File: src/design/co2rx_pkg.sv
// ============================================================================
// co2rx_pkg
// Constants shared by the CO2 sensor response frame receiver.
// ============================================================================
package co2rx_pkg;

    localparam int unsigned FRAME_LEN = 9;
    localparam int unsigned CNT_W     = $clog2(FRAME_LEN + 1);

    localparam logic [CNT_W-1:0] POS_IDLE = CNT_W'(0);
    localparam logic [CNT_W-1:0] POS_HIGH = CNT_W'(2);
    localparam logic [CNT_W-1:0] POS_LOW  = CNT_W'(3);
    localparam logic [CNT_W-1:0] POS_CSUM = CNT_W'(FRAME_LEN - 1);

    localparam logic [7:0] START_BYTE = 8'hFF;

    typedef logic [CNT_W-1:0] pos_t;

endpackage

File: src/design/co2_sensor_frame_receiver_top.sv
// ============================================================================
// co2_sensor_frame_receiver_top
// Parses nine-byte sensor response frames from a byte stream and emits the
// concentration of each frame whose checksum matches.
// ============================================================================
// Path: an accepted input word passes the input register, then the frame counter /
//   running sum update into the result register that drives m_axis_tvalid.
// Throughput: one byte per cycle unless the output stalls; counter and 8-bit sum update together.
// Reset (rst_n low, async): hunting for a start byte, sum and captured bytes
//   cleared, both pipeline registers empty.
module co2_sensor_frame_receiver_top
(
    input  logic        clk,
    input  logic        rst_n,
    input  logic        s_axis_tvalid,
    output logic        s_axis_tready,
    input  logic [7:0]  s_axis_tdata,   // [7:0] rx_byte
    output logic        m_axis_tvalid,
    input  logic        m_axis_tready,
    output logic [15:0] m_axis_tdata    // [15:0] co2_ppm
);

    logic                in_valid_reg;
    logic [7:0]          in_byte_reg;
    co2rx_pkg::pos_t     pos_reg,  pos_next;
    logic [7:0]          sum_reg,  sum_next;
    logic [7:0]          high_reg, high_next;
    logic [7:0]          low_reg,  low_next;
    logic                out_valid_reg;
    logic [15:0]         out_data_reg;

    logic                out_free;
    logic                proc;
    logic                emit;
    logic [7:0]          expect_sum;

    assign out_free      = !out_valid_reg || m_axis_tready;
    assign proc          = in_valid_reg && out_free;
    assign s_axis_tready = !in_valid_reg || proc;
    assign expect_sum    = 8'h00 - sum_reg;

    always_comb
    begin
        pos_next  = pos_reg;
        sum_next  = sum_reg;
        high_next = high_reg;
        low_next  = low_reg;
        emit      = 1'b0;
        if (proc)
        begin
            if (pos_reg == co2rx_pkg::POS_IDLE)
            begin
                if (in_byte_reg == co2rx_pkg::START_BYTE)
                begin
                    pos_next = co2rx_pkg::pos_t'(1);
                    sum_next = 8'h00;
                end
            end
            else if (pos_reg > co2rx_pkg::POS_CSUM)
            begin
                pos_next = co2rx_pkg::POS_IDLE;
                sum_next = 8'h00;
            end
            else if (pos_reg == co2rx_pkg::POS_CSUM)
            begin
                pos_next = co2rx_pkg::POS_IDLE;
                sum_next = 8'h00;
                emit     = (in_byte_reg == expect_sum);
            end
            else
            begin
                sum_next = sum_reg + in_byte_reg;
                if (pos_reg == co2rx_pkg::POS_HIGH)
                    high_next = in_byte_reg;
                else if (pos_reg == co2rx_pkg::POS_LOW)
                    low_next = in_byte_reg;
                pos_next = pos_reg + co2rx_pkg::pos_t'(1);
            end
        end
    end

    always_ff @(posedge clk or negedge rst_n)
    begin
        if (!rst_n)
        begin
            in_valid_reg  <= 1'b0;
            pos_reg       <= co2rx_pkg::POS_IDLE;
            sum_reg       <= 8'h00;
            high_reg      <= 8'h00;
            low_reg       <= 8'h00;
            out_valid_reg <= 1'b0;
        end
        else
        begin
            if (s_axis_tready)
                in_valid_reg <= s_axis_tvalid;
            pos_reg  <= pos_next;
            sum_reg  <= sum_next;
            high_reg <= high_next;
            low_reg  <= low_next;
            if (out_free)
                out_valid_reg <= emit;
        end
    end

    // payload registers
    always_ff @(posedge clk)
    begin
        if (s_axis_tready && s_axis_tvalid)
            in_byte_reg <= s_axis_tdata;
        if (emit)
            out_data_reg <= {high_reg, low_reg};
    end

    assign m_axis_tvalid = out_valid_reg;
    assign m_axis_tdata  = out_data_reg;

    // counter stays inside the frame
    a_pos_range: assert property (@(posedge clk) disable iff (!rst_n)
        pos_reg <= co2rx_pkg::POS_CSUM)
        else $error("frame counter out of range");

    // a result only comes from the checksum byte
    a_emit_pos: assert property (@(posedge clk) disable iff (!rst_n)
        emit |-> (proc && pos_reg == co2rx_pkg::POS_CSUM))
        else $error("result outside checksum byte");

    // checksum byte always returns to hunting, sum cleared
    a_csum_idle: assert property (@(posedge clk) disable iff (!rst_n)
        (proc && pos_reg == co2rx_pkg::POS_CSUM)
        |=> (pos_reg == co2rx_pkg::POS_IDLE && sum_reg == 8'h00))
        else $error("no return to idle after checksum byte");

    // a new result is loaded only into a free output slot
    a_out_load: assert property (@(posedge clk) disable iff (!rst_n)
        (out_valid_reg && !m_axis_tready) |-> !emit)
        else $error("result produced while output stalled");

endmodule
File: config.mk
export PLATFORM = sky130hd
export DESIGN_NAME = co2_sensor_frame_receiver_top
export DESIGN_NICKNAME = d
export VERILOG_FILES = /design/src/design/co2rx_pkg.sv /design/src/design/co2_sensor_frame_receiver_top.sv
export SDC_FILE = /design/constraint.sdc
export NUM_CORES = 1
export LEC_CHECK = 0
export ABC_AREA = 0
export BUFFER_PORTS_ARGS = -buffer_cell sky130_fd_sc_hd__clkbuf_2
export CORE_MARGIN = 2
export CORE_UTILIZATION = 35
export DETAILED_ROUTE_END_ITERATION = 6
export PLACE_DENSITY = 0.61
export SYNTH_ARGS = -nofsm -noshare
export SYNTH_HDL_FRONTEND = slang
export SYNTH_SLANG_ARGS = --single-unit
File: constraint.sdc
create_clock -name clk -period 6.6 [get_ports clk]
set_clock_uncertainty 0.2 [all_clocks]
set_input_delay 0.66 -clock clk [delete_from_list [all_inputs] [get_ports clk]]
set_output_delay 0.66 -clock clk [all_outputs]
set_load 0.1 [all_outputs]
-- Word-level counts from Yosys, hierarchy flattened
Cells that the tools add are included.
- register bits: 54
- logic and storage cells: 44
- add/sub/neg operators: 3
- order comparisons: 1
- equality and inequality tests: 6
- mux-type cells: 12
- bitwise logic cells: 4
- reduce and logical (&&, ||, !) cells: 10
- operators by type and width (cell ; number):
    2-to-1 mux 8 bit ; 4
    2-to-1 mux 4 bit ; 4
    adder 8 bit ; 1
    equality test 4 x 2 -> 1 bit, second input constant ; 2
    equality test 8 bit ; 1
    equality test 8 bit, second input constant ; 1
    subtractor 1 x 8 -> 8 bit, first input constant ; 1
    AND reduction 6 bit ; 1
    AND reduction 5 bit ; 1
    adder 4 x 1 -> 4 bit, second input constant ; 1
    equality test 4 bit, second input constant ; 1
    > comparator 4 bit, second input constant ; 1
    zero test 4 bit ; 1
    2-to-1 mux 1 bit ; 4
    inverter 1 bit ; 4
    logical AND 1 bit ; 2
    zero test 1 bit ; 2
    logical OR 1 bit ; 2
    != test 2 x 1 -> 1 bit, second input constant ; 1
    AND reduction 2 bit ; 1

-- Logic depth before layout (Yosys ltp)
Gate-level depths: netlist of run 1.
- depth after elaboration: 6
- gate-level depth with buffers: 8
- depth with buffers taken out: 7

-- Least setup slack after synthesis of run 1
Ideal clock, no wire load.
- path type: register to register
- start: register out_valid_reg, in the netlist m_axis_tvalid
- end: register in_byte_reg[0] (enable)
- setup time: 0.282 ns
- arrival time: 2.557 ns
- data required time: 6.118 ns
- path slack: 3.561 ns
- cell stages (with the launch flop): 3
- path buffers: 0
- period minus slack after synthesis: 3.039 ns
- cells stage by stage: dfrtp_1 nand3_1 and2_1
- word-level cells in the longest chain between the ends: 5
- RTL lines (element ; RTL line ; RTL):
    start, declared ; co2_sensor_frame_receiver_top.sv:29 ; logic out_valid_reg;
    start signal, assigned ; co2_sensor_frame_receiver_top.sv:102 ; out_valid_reg <= emit;
    zero test 1 bit ; co2_sensor_frame_receiver_top.sv:37 ; assign out_free = !out_valid_reg || m_axis_tready;
    logical OR 1 bit ; co2_sensor_frame_receiver_top.sv:37 ;
    logical AND 1 bit ; co2_sensor_frame_receiver_top.sv:38 ; assign proc = in_valid_reg && out_free;
    logical OR 1 bit ; co2_sensor_frame_receiver_top.sv:39 ; assign s_axis_tready = !in_valid_reg || proc;
    via s_axis_tready ; co2_sensor_frame_receiver_top.sv:16 ; output logic s_axis_tready,
    logical AND 1 bit ; co2_sensor_frame_receiver_top.sv:109 ; if (s_axis_tready && s_axis_tvalid)
    end signal, assigned ; co2_sensor_frame_receiver_top.sv:110 ; in_byte_reg <= s_axis_tdata;
    end, declared ; co2_sensor_frame_receiver_top.sv:24 ; logic [7:0] in_byte_reg;
The timed path passes the listed nets, and every way through them passes these cells.
A chain may end at the register's enable or synchronous reset.

-- Final worst setup path of run 1
- start: register pos_reg[0]
- end: register low_reg[7]
- word-level cells in the longest chain between the ends: 3
- elaborated cells between the ends (all ways): 10
- those cells by class: 1 x order compare; 3 x eq/ne; 4 x bitwise; 2 x reduce/logical
- RTL lines (element ; RTL line ; RTL):
    start, declared ; co2_sensor_frame_receiver_top.sv:25 ; co2rx_pkg::pos_t pos_reg, pos_next;
    start signal, assigned ; co2_sensor_frame_receiver_top.sv:87 ; pos_reg <= co2rx_pkg::POS_IDLE;
    start signal, assigned ; co2_sensor_frame_receiver_top.sv:97 ; pos_reg <= pos_next;
    > comparator 4 bit, or another cell as far along ; co2_sensor_frame_receiver_top.sv:59 ; else if (pos_reg > co2rx_pkg::POS_CSUM)
    inverter 1 bit (no source line) ; n/a ;
    AND reduction 6 bit (no source line) * ; n/a ;
    end signal, assigned ; co2_sensor_frame_receiver_top.sv:100 ; low_reg <= low_next;
    end, declared ; co2_sensor_frame_receiver_top.sv:28 ; logic [7:0] low_reg, low_next;
Every way passes the cells marked *; elsewhere a longest branch is shown, timed or not.

==> metrics, run 1 <==
R2R Setup Slk 3.86 ns; Slew @ Worst Pin 0.7649 ns; Root Driver clkbuf_8; slowest CP cell nor4b_4; Yosys top cell area share 29.97%; net count after synthesis 218; crit path max fanout 8; CP Capture Type flip-flop; Worst-Skew Late Latency 0.30 ns; Remaining DRCs 0; grt met3 use 2.799%; Post-Syn Instances 194; maximum vdd drop 150.5 uV; run status finished, final reports clean; R2R depth 6; Post-Syn Area 0.002505 mm^2; Std-Cell Rows 30; ys flop type dfrtp_1; remaining antenna violation count 0; fmax 365.4 MHz; share of cells above drive strength 1 24.02%; cell area after layout 0.002855 mm^2; RSZ-0062 raised after global routing no; yosys warns 0; Worst Path Required 6.60 ns; Starting Density 36.47%; min cycle time layout 2.736 ns; final hold violations 0; Final HPWL DP 3375 um; DR pass1 iterations 4; Iter 0 DRT Violations 84; Yosys top cell by area dfrtp_1; clock share of power 16.6%; Avg Synthesized Cell Area 12.91 um^2; die width 88.60 um; Ant. Diodes 0; type of origin of the critical path flip-flop; Switching Fraction 34.98%; Hold Path Class input port to async pin; CTS resizes 0; global-route wire length before repair 7700 um; core area 0.006869 mm^2; relative slew slack 49.01%; die area 0.007850 mm^2; H-tree levels 2; Post-synth top cells dfrtp_1, edfxtp_1, nand2_1; register area share after synthesis 58.74%; Nets 252; TNS Setup 0 ns; M1 GR Usage 18.49%; Crit Path Category flip-flop to flip-flop; most common cell in the netlist dfrtp_1; Worst-path clk slew 0.10 ns; total congestion overflow 0; placed cell area 0.002761 mm^2; CP cell instances inv_1 > ha_1 > nor2b_2 > nand4bb_1 > nor4b_4 > mux2_2; CTS max path bufs 2; EDFF count, synth 24; CTS Buf Count 5; RePlAce Congestion 0.8188; num ports 30; synth top area cells dfrtp_1, edfxtp_1, mux2_2, ha_1, nand2_1; NetSw 393.2 uW; Wirelength per Cell 14.14 um; combinational group share of total power 34.9%; Seq pwr share 48.5%; FFs w/ async S/R, synth 55.56%; CTS Hold Bufs 0; TritonCTS clock tree done; largest net degree at the start of global routing 31; vias in the first global route 1550; max reg flops 16; pwr dens 393.7 mW/mm^2; max_cap viols 0; Yosys cell types 40; period utilization 41.46%; P&R area growth vs syn 13.99%; wirelength, routed 4595 um; Die Span Y 88.60 um; # setup viols final 0; all-layer global routing usage 13.02%; Int Power 730.9 uW; P_leak 1.196 nW; met2 GRT Util 20.44%; flops & latches, synth 54; # port buffers 29; CTS Sinks 54; Vias/cell 4.812; Critical Path AT 2.73 ns; fin. max-slew vios 0; initial antenna violation count 0; GRT busiest layer met2; largest stage delay on the critical path 0.70 ns; DR vias 1564; setup bufs post-CTS 0
power by group through the flow:
stage          Combinational [mW]  Clock (mW)  Sequential (mW)
6_report                    0.393       0.186            0.545
5_1_grt                     0.452       0.205            0.561
4_1_cts                     0.397       0.194            0.544
3_5_place_dp                0.394           0            0.552
3_3_place_gp                0.389           0            0.547
2_1_floorplan               0.332           0            0.522
cells in the final DEF (no fill, tap or decap), types with 2 or more instances in the layout:
cell type   n
nor3_1      6
dfrtp_1    30
nand3_1     4
xnor2_1     7
mux2_2     16
nand2_1    18
or4_1       2
clkbuf_8    5
nand4_1     3
xor2_1      4
ha_1       11
a21o_1      5
and2_1      4
clkbuf_2   29
inv_1       7
o21ai_0    13
nor3b_1     2
edfxtp_1   24
a21oi_1     3
a211oi_1    3
nand2b_1    3
a22o_1      3
nor2_1      4
nor2b_1     4
stage by stage:
stage	power [mW]	hold slack [ns]	instances	setup WS, ns	utilization, %
after floorplan	0.8533	0.1644	194	3.561	-
after global placement	0.9359	0.2282	317	3.885	40.20
after global routing	1.218	0.2534	325	3.688	41.57
after detailed placement	0.9456	0.2295	317	3.859	40.20
final	1.124	0.2040	325	3.864	41.57
after CTS	1.135	0.2323	325	3.841	41.57
routing by layer:
metal,wire length (um),vias up
li1,-,788
met4,63,0
met3,135,5
met5,0,-
met2,2124,31
met1,2271,740
path summary, 6_finish.rpt:
path	startpoint	to
setup / recovery	pos_reg[0]$_DFFE_PN0P_	low_reg[7]$_DFFE_PN0P_
setup reg to reg	pos_reg[0]$_DFFE_PN0P_	low_reg[7]$_DFFE_PN0P_
min in group clk	high_reg[0]$_DFFE_PN0P_	m_axis_tdata[8]$_DFFE_PP_
max in group asynchronous	rst_n	m_axis_tvalid$_DFFE_PN0P_
hold / removal	rst_n	high_reg[4]$_DFFE_PN0P_
hold reg to reg	high_reg[0]$_DFFE_PN0P_	m_axis_tdata[8]$_DFFE_PP_
worst max-delay path, delay by kind of cell, from the launching register on:
family	cells	cell delay (ns)
multiplexers	1	0.41
flip-flops	1	0.40
buffers and inverters	1	0.09
adder cells (fa/ha/maj)	1	0.20
AND/OR/NAND/NOR	3	1.32
cells by family after synthesis:
group	count (synthesis)	synth area share, %
and+or+nand+nor	56	12.69
DFF	54	58.74
AOI/OAI and AO/OA	36	9.841
muxes	16	7.193
adders and majority gates	12	6.294
xor gates and xnor gates	11	3.846
buffers and inverters	9	1.398
final cells by class:
type,count,area (um^2)
clock buffers,5,68.82
inverters,7,26.28
multi-input cells,131,998.5
fillers,657,4014
repair buffers,29,145.1
flip-flops and latches,54,1471
clock inverters,3,25.02
well taps,96,120.1
Power figures use the tool's default switching activity.
==> run 2: changes to the inputs <==
--- a/config.mk
+++ b/config.mk
@@ -5,12 +5,12 @@
 export SDC_FILE = /design/constraint.sdc
 export NUM_CORES = 1
 export LEC_CHECK = 0
-export ABC_AREA = 0
+export ABC_AREA = 1
 export BUFFER_PORTS_ARGS = -buffer_cell sky130_fd_sc_hd__clkbuf_2
 export CORE_MARGIN = 2
 export CORE_UTILIZATION = 35
 export DETAILED_ROUTE_END_ITERATION = 6
-export PLACE_DENSITY = 0.61
+export PLACE_DENSITY = 0.6
 export SYNTH_ARGS = -nofsm -noshare
 export SYNTH_HDL_FRONTEND = slang
 export SYNTH_SLANG_ARGS = --single-unit
==> constraint.sdc (replaced) <==
create_clock -name clk -period 2.6 [get_ports clk]
set_clock_uncertainty 0.2 [all_clocks]
set_input_delay 0.26 -clock clk [delete_from_list [all_inputs] [get_ports clk]]
set_output_delay 0.26 -clock clk [all_outputs]
set_load 0.1 [all_outputs]
==> run 2 against run 1 <==
Net effect:
- combinational power increased to 3.5 times the previous value
- critical path depth increased by 4
- flip-flop and latch count unchanged
- synthesized area increased by 12%
- cell count increased by 37%
- global-route usage increased by 0.18 points
- first-iteration DRC count increased by 13%
- non-clock buffer count increased by 11
- clock-buffer cell count unchanged
- fmax increased by 26%
- register-to-register slack got worse by 3.4 ns
- critical endpoint is now m_axis_tdata[0]$_DFFE_PP_
==> metrics, run 2 <==
run status finished, final reports clean; Nets 368; Yosys cell types 29; Hold Path Class input port to flip-flop; total power 3.147 mW; Avg Synthesized Cell Area 9.307 um^2; pre-CTS WS 0.4003 ns; final hold violations 0; ys flop type dfrtp_1; min cycle time layout 2.175 ns; relative slew slack 47.17%; CP cell instances inv_1 > ha_1 > inv_1 > nand2_1 > nand3_1 > nand3_1 > nor2_1 > nand4_1 > nor2_2 > buf_4; DR vias 2036; EDFF count, synth 24; Iter 0 DRT Violations 95; leading cell type in the layout, fill and taps excluded nand2_1; type of origin of the critical path flip-flop; period utilization 83.66%; core area 0.007727 mm^2; Std-Cell Rows 32; Final HPWL DP 3963 um; DR pass1 iterations 4; Final Hold Slack 0.03905 ns; # fillers 746; all-layer global routing usage 13.20%; initial antenna violation count 0; num ports 30; fin. max-slew vios 0; Vias/cell 4.565; P&R area growth vs syn 15.54%; slowest CP cell dfrtp_1; wirelength, routed 5191 um; die area 0.008736 mm^2; Post-synth top cells nand2_1, inv_1, dfrtp_1; reg2reg start sum_reg[1]$_DFFE_PN0P_; Wirelength per Cell 11.64 um; largest stage delay on the critical path 0.42 ns; cell area after layout 0.003237 mm^2; CTS Sinks 54; yosys warns 0; placed cell area 0.003053 mm^2; most common cell in the netlist nand2_1; TritonCTS clock tree done; pwr dens 972.1 mW/mm^2; largest net degree at the start of global routing 31; Worst-path clk slew 0.10 ns; RSZ-0062 raised after global routing no; Crit Path Category flip-flop to flip-flop; H-tree levels 2; Starting Density 36.25%; Critical Path AT 1.99 ns; max_cap viols 0; Critical Path Start sum_reg[1]$_DFFE_PN0P_; crit path max fanout 16; fmax 459.8 MHz; Worst-Skew Late Latency 0.31 ns; CP Capture Type flip-flop; synth top area cells dfrtp_1, edfxtp_1, nand2_1, inv_1, o21ai_2; Worst Setup Slack, final 0.4249 ns; FFs w/ async S/R, synth 55.56%; fin util 41.89%; die width 93.47 um; Post-Syn Instances 301; flops & latches, synth 54; max reg flops 16; net count after synthesis 325; CTS Buf Count 5; P_leak 1.540 nW; remaining antenna violation count 0; CTS max path bufs 2; Ant. Diodes 0; global-route wire length before repair 9142 um; Yosys top cell by area dfrtp_1; Placed Cells 429; Remaining DRCs 0; Slew @ Worst Pin 0.7924 ns; Post-Syn Area 0.002801 mm^2; most frequent cells in the layout nand2_1, inv_1, dfrtp_1; # setup viols final 0; RePlAce Congestion 0.8797; maximum vdd drop 345.2 uV; register area share after synthesis 52.52%; Yosys top cell area share 26.80%; vias in the first global route 1980; total congestion overflow 0; Root Driver clkbuf_8; share of cells above drive strength 1 18.60%; Worst Path Required 2.41 ns; Layout Cells excl Fill 446; TNS Setup 0 ns; Hold Startpoint m_axis_tready; Die Span Y 93.47 um; # port buffers 29
[run 2: critical path: cells and delay by family (launching register included)]
kind          cells  cell delay [ns]
simple gates      6             0.53
buf+inv           3             0.44
flops             1             0.42
fa+ha+maj         1             0.26
[run 2: cells by family (layout without fill, tap and decap cells)]
logic type                 count (synthesis)  in the layout  synth area share (%)
and+or+nand+nor                          141            141                 23.18
DFF                                       54             54                 52.52
buffers and inverters                     48             91                 7.101
AOI/OAI and AO/OA                         40             40                 9.691
adders and majority gates                 12             12                 5.627
xor gates and xnor gates                   6              6                 1.876
[run 2: cell type report]
class / instances / area [um^2] / share of cell area (%)
Clock inverter: 2 / 15.01 / 0.4639
Clock buffer: 5 / 68.82 / 2.126
Sequential cell: 54 / 1471 / 45.46
Tap cell: 102 / 127.6 / 3.943
Timing Repair Buffer: 40 / 252.7 / 7.808
Inverter: 44 / 167.7 / 5.180
Multi-Input combinational cell: 199 / 1134 / 35.02
[run 2: metal layers]
metal / global-route usage (%) / wire, um
met1: 17.89 / 2516
met2: 21.88 / 2440
met3: 2.176 / 180
met4: 3.676 / 55
met5: 0 / 0
[run 2: worst paths after layout]
path | to | slack (ns) | cells past startpoint
worst max-delay path | m_axis_tdata[0]$_DFFE_PP_ | 0.42 | 10
worst min-delay path | in_valid_reg$_DFFE_PN0N_ | 0.04 | 4
worst max register to register | m_axis_tdata[0]$_DFFE_PP_ | 0.42 | 10
worst min register to register | m_axis_tdata[3]$_DFFE_PP_ | 0.26 | 0
max in group asynchronous | high_reg[2]$_DFFE_PN0P_ | 1.34 | 2
min in group asynchronous | pos_reg[2]$_DFFE_PN0P_ | 0.36 | 2
[run 2: what timing repair did]
item | in CTS | in global routing
hold buffers | 10 | 0
buffers inserted | 0 | 0
resized for setup | 0 | 0
endpoints found under the hold margin | 39 | 0
[run 2: report_power, final]
group          leakage, nW  total (mW)  switching (mW)  internal (mW)
registers            0.602        1.32           0.191           1.13
clock network       0.0362       0.457           0.273          0.184
logic                0.902        1.37           0.848          0.518
==> run 3: changes to the inputs <==
--- a/config.mk
+++ b/config.mk
@@ -5,12 +5,12 @@
 export SDC_FILE = /design/constraint.sdc
 export NUM_CORES = 1
 export LEC_CHECK = 0
-export ABC_AREA = 1
+export ABC_AREA = 0
 export BUFFER_PORTS_ARGS = -buffer_cell sky130_fd_sc_hd__clkbuf_2
 export CORE_MARGIN = 2
 export CORE_UTILIZATION = 35
 export DETAILED_ROUTE_END_ITERATION = 6
-export PLACE_DENSITY = 0.6
+export PLACE_DENSITY = 0.61
 export SYNTH_ARGS = -nofsm -noshare
 export SYNTH_HDL_FRONTEND = slang
 export SYNTH_SLANG_ARGS = --single-unit
==> constraint.sdc (replaced) <==
create_clock -name clk -period 2.2 [get_ports clk]
set_clock_uncertainty 0.2 [all_clocks]
set_input_delay 0.22 -clock clk [delete_from_list [all_inputs] [get_ports clk]]
set_output_delay 0.22 -clock clk [all_outputs]
set_load 0.1 [all_outputs]
==> run 3 against run 2 <==
Net effect:
- worst hold slack better by 0.0045 ns
- critical path depth is 4 lower
- non-clock buffer count is 43 higher
- setup slack worse by 0.40 ns
- register-to-register slack worse by 0.40 ns
- sequential power is 19% higher
==> metrics, run 3 (synthesis gave the netlist of run 1 again) <==
final hold violations 0; Iter 0 DRT Violations 69; Layout Cells excl Fill 379; core area 0.006869 mm^2; DR vias 1850; max reg flops 16; die area 0.007850 mm^2; clock share of power 13.7%; P&R area growth vs syn 38.61%; combinational group share of total power 47.7%; worst hold path stage count 3; TritonCTS clock tree done; remaining antenna violation count 0; maximum vdd drop 524.3 uV; Ant. Diodes 0; # port buffers 29; relative slew slack 45.98%; Final HPWL DP 3821 um; leading cell type in the layout, fill and taps excluded buf_4; Hold Path Class input port to flip-flop; # setup viols final 0; global-route wire length before repair 9045 um; type of origin of the critical path flip-flop; num ports 30; Seq pwr share 38.6%; Switching Fraction 34.41%; Final Hold Slack 0.04351 ns; Slew @ Worst Pin 0.8103 ns; Worst Path Required 2.04 ns; die width 88.60 um; RePlAce Congestion 0.7757; most frequent cells in the layout buf_4, clkbuf_2, dfrtp_1; CTS max path bufs 2; R2R depth 6; Crit Path Category flip-flop to flip-flop; all-layer global routing usage 15.50%; Remaining DRCs 0; Placed Cells 348; Wirelength per Cell 14.94 um; CTS Buf Count 5; # fillers 608; vias in the first global route 1886; wirelength, routed 5664 um; run status finished, final reports clean; period utilization 98.80%; Root Driver clkbuf_8; DR pass1 iterations 4; pwr dens 1171 mW/mm^2; Worst-path clk slew 0.10 ns; fin. max-slew vios 0; CP Capture Type flip-flop; Std-Cell Rows 30; initial antenna violation count 0; Starting Density 36.47%; fmax 460.1 MHz; min cycle time layout 2.174 ns; share of cells above drive strength 1 43.11%; total congestion overflow 0; max_cap viols 0; largest net degree at the start of global routing 31; fin util 50.55%; Critical Path AT 2.01 ns; crit path max fanout 8; Worst-Skew Late Latency 0.31 ns; P_leak 1.486 nW; Die Span Y 88.60 um; Nets 306; CTS Sinks 54; Int Power 2.667 mW; RSZ-0062 raised after global routing yes; NetSw 1.399 mW; H-tree levels 2; Vias/cell 4.881
-- run 3: cell types whose count changed in the layout (fill, tap and decap cells not counted), moves of 4 or more --
cell | before | now
buf_4 | 1 | 38
nand3_1 | 24 | 2
nor2_1 | 23 | 4
inv_1 | 41 | 4
and2_1 | 0 | 4
mux2_2 | 0 | 15
o21ai_2 | 16 | 0
o22ai_1 | 5 | 0
nand2_1 | 78 | 17
a21o_1 | 1 | 5
-- run 3: worst paths after layout --
check	start	endpoint	slack, ns
max	in_byte_reg[4]$_DFFE_PP_	m_axis_tdata[6]$_DFFE_PP_	0.03
min in group asynchronous	rst_n	high_reg[2]$_DFFE_PN0P_	0.32
min	m_axis_tready	m_axis_tvalid$_DFFE_PN0P_	0.04
min reg2reg	high_reg[4]$_DFFE_PN0P_	m_axis_tdata[12]$_DFFE_PP_	0.25
max reg2reg	in_byte_reg[4]$_DFFE_PP_	m_axis_tdata[6]$_DFFE_PP_	0.03
max in group asynchronous	rst_n	m_axis_tvalid$_DFFE_PN0P_	0.92
-- run 3: area by class of cell --
class	instances	area, um^2	share of cell area [%]
Clock buffer	6	72.57	2.090
Clock inverter	2	13.76	0.3964
Inverter	7	26.28	0.7568
Multi-Input combinational cell	131	1137	32.76
Sequential cell	54	1474	42.45
Tap cell	96	120.1	3.459
Timing Repair Buffer	83	628.1	18.09
-- run 3: power by group through the flow --
stage	combinational [mW]	sequential, mW	clock [mW]
floorplan	1.02	1.57	0
global route	2.14	1.60	0.617
finish	1.94	1.57	0.557
CTS	1.71	1.56	0.575
global placement	1.58	1.57	0
detailed placement	1.60	1.58	0
-- run 3: per-layer routing --
| metal | wire (um) | global-route usage, % |
|---|---|---|
| met1 | 2682 | 20.08 |
| met2 | 2741 | 25.36 |
| met4 | 102 | 6.749 |
| met5 | 0 | 0 |
| met3 | 138 | 2.985 |
-- run 3: worst max-delay path, cell delays in order (launching register included) --
cell and delay, ns:
edfxtp_1 0.49, buf_4 0.19, xnor2_1 0.24, nand3_1 0.14
o32ai_2 0.13, o2111a_2 0.33, clkbuf_16 0.19
-- run 3: per-stage QoR --
stage	area (um^2)	setup slack (ns)	total power, mW	TNS (ns)
after floorplan	2534	-0.01916	2.590	-0.1341
after global placement	3033	-0.1142	3.150	-1.867
after detailed placement	3033	-0.1669	3.184	-2.913
after CTS	3314	-0.01845	3.840	-0.1929
after global routing	3472	-0.08314	4.355	-1.115
final	3472	0.02632	4.066	0
-- run 3: repair_timing --
item,CTS,global route
pin swaps,4,12
resized for setup,7,22
hold buffers,11,0
endpoints found under the setup margin,26,28
buffers inserted,5,6
gates cloned,0,1
endpoints found under the hold margin,39,0
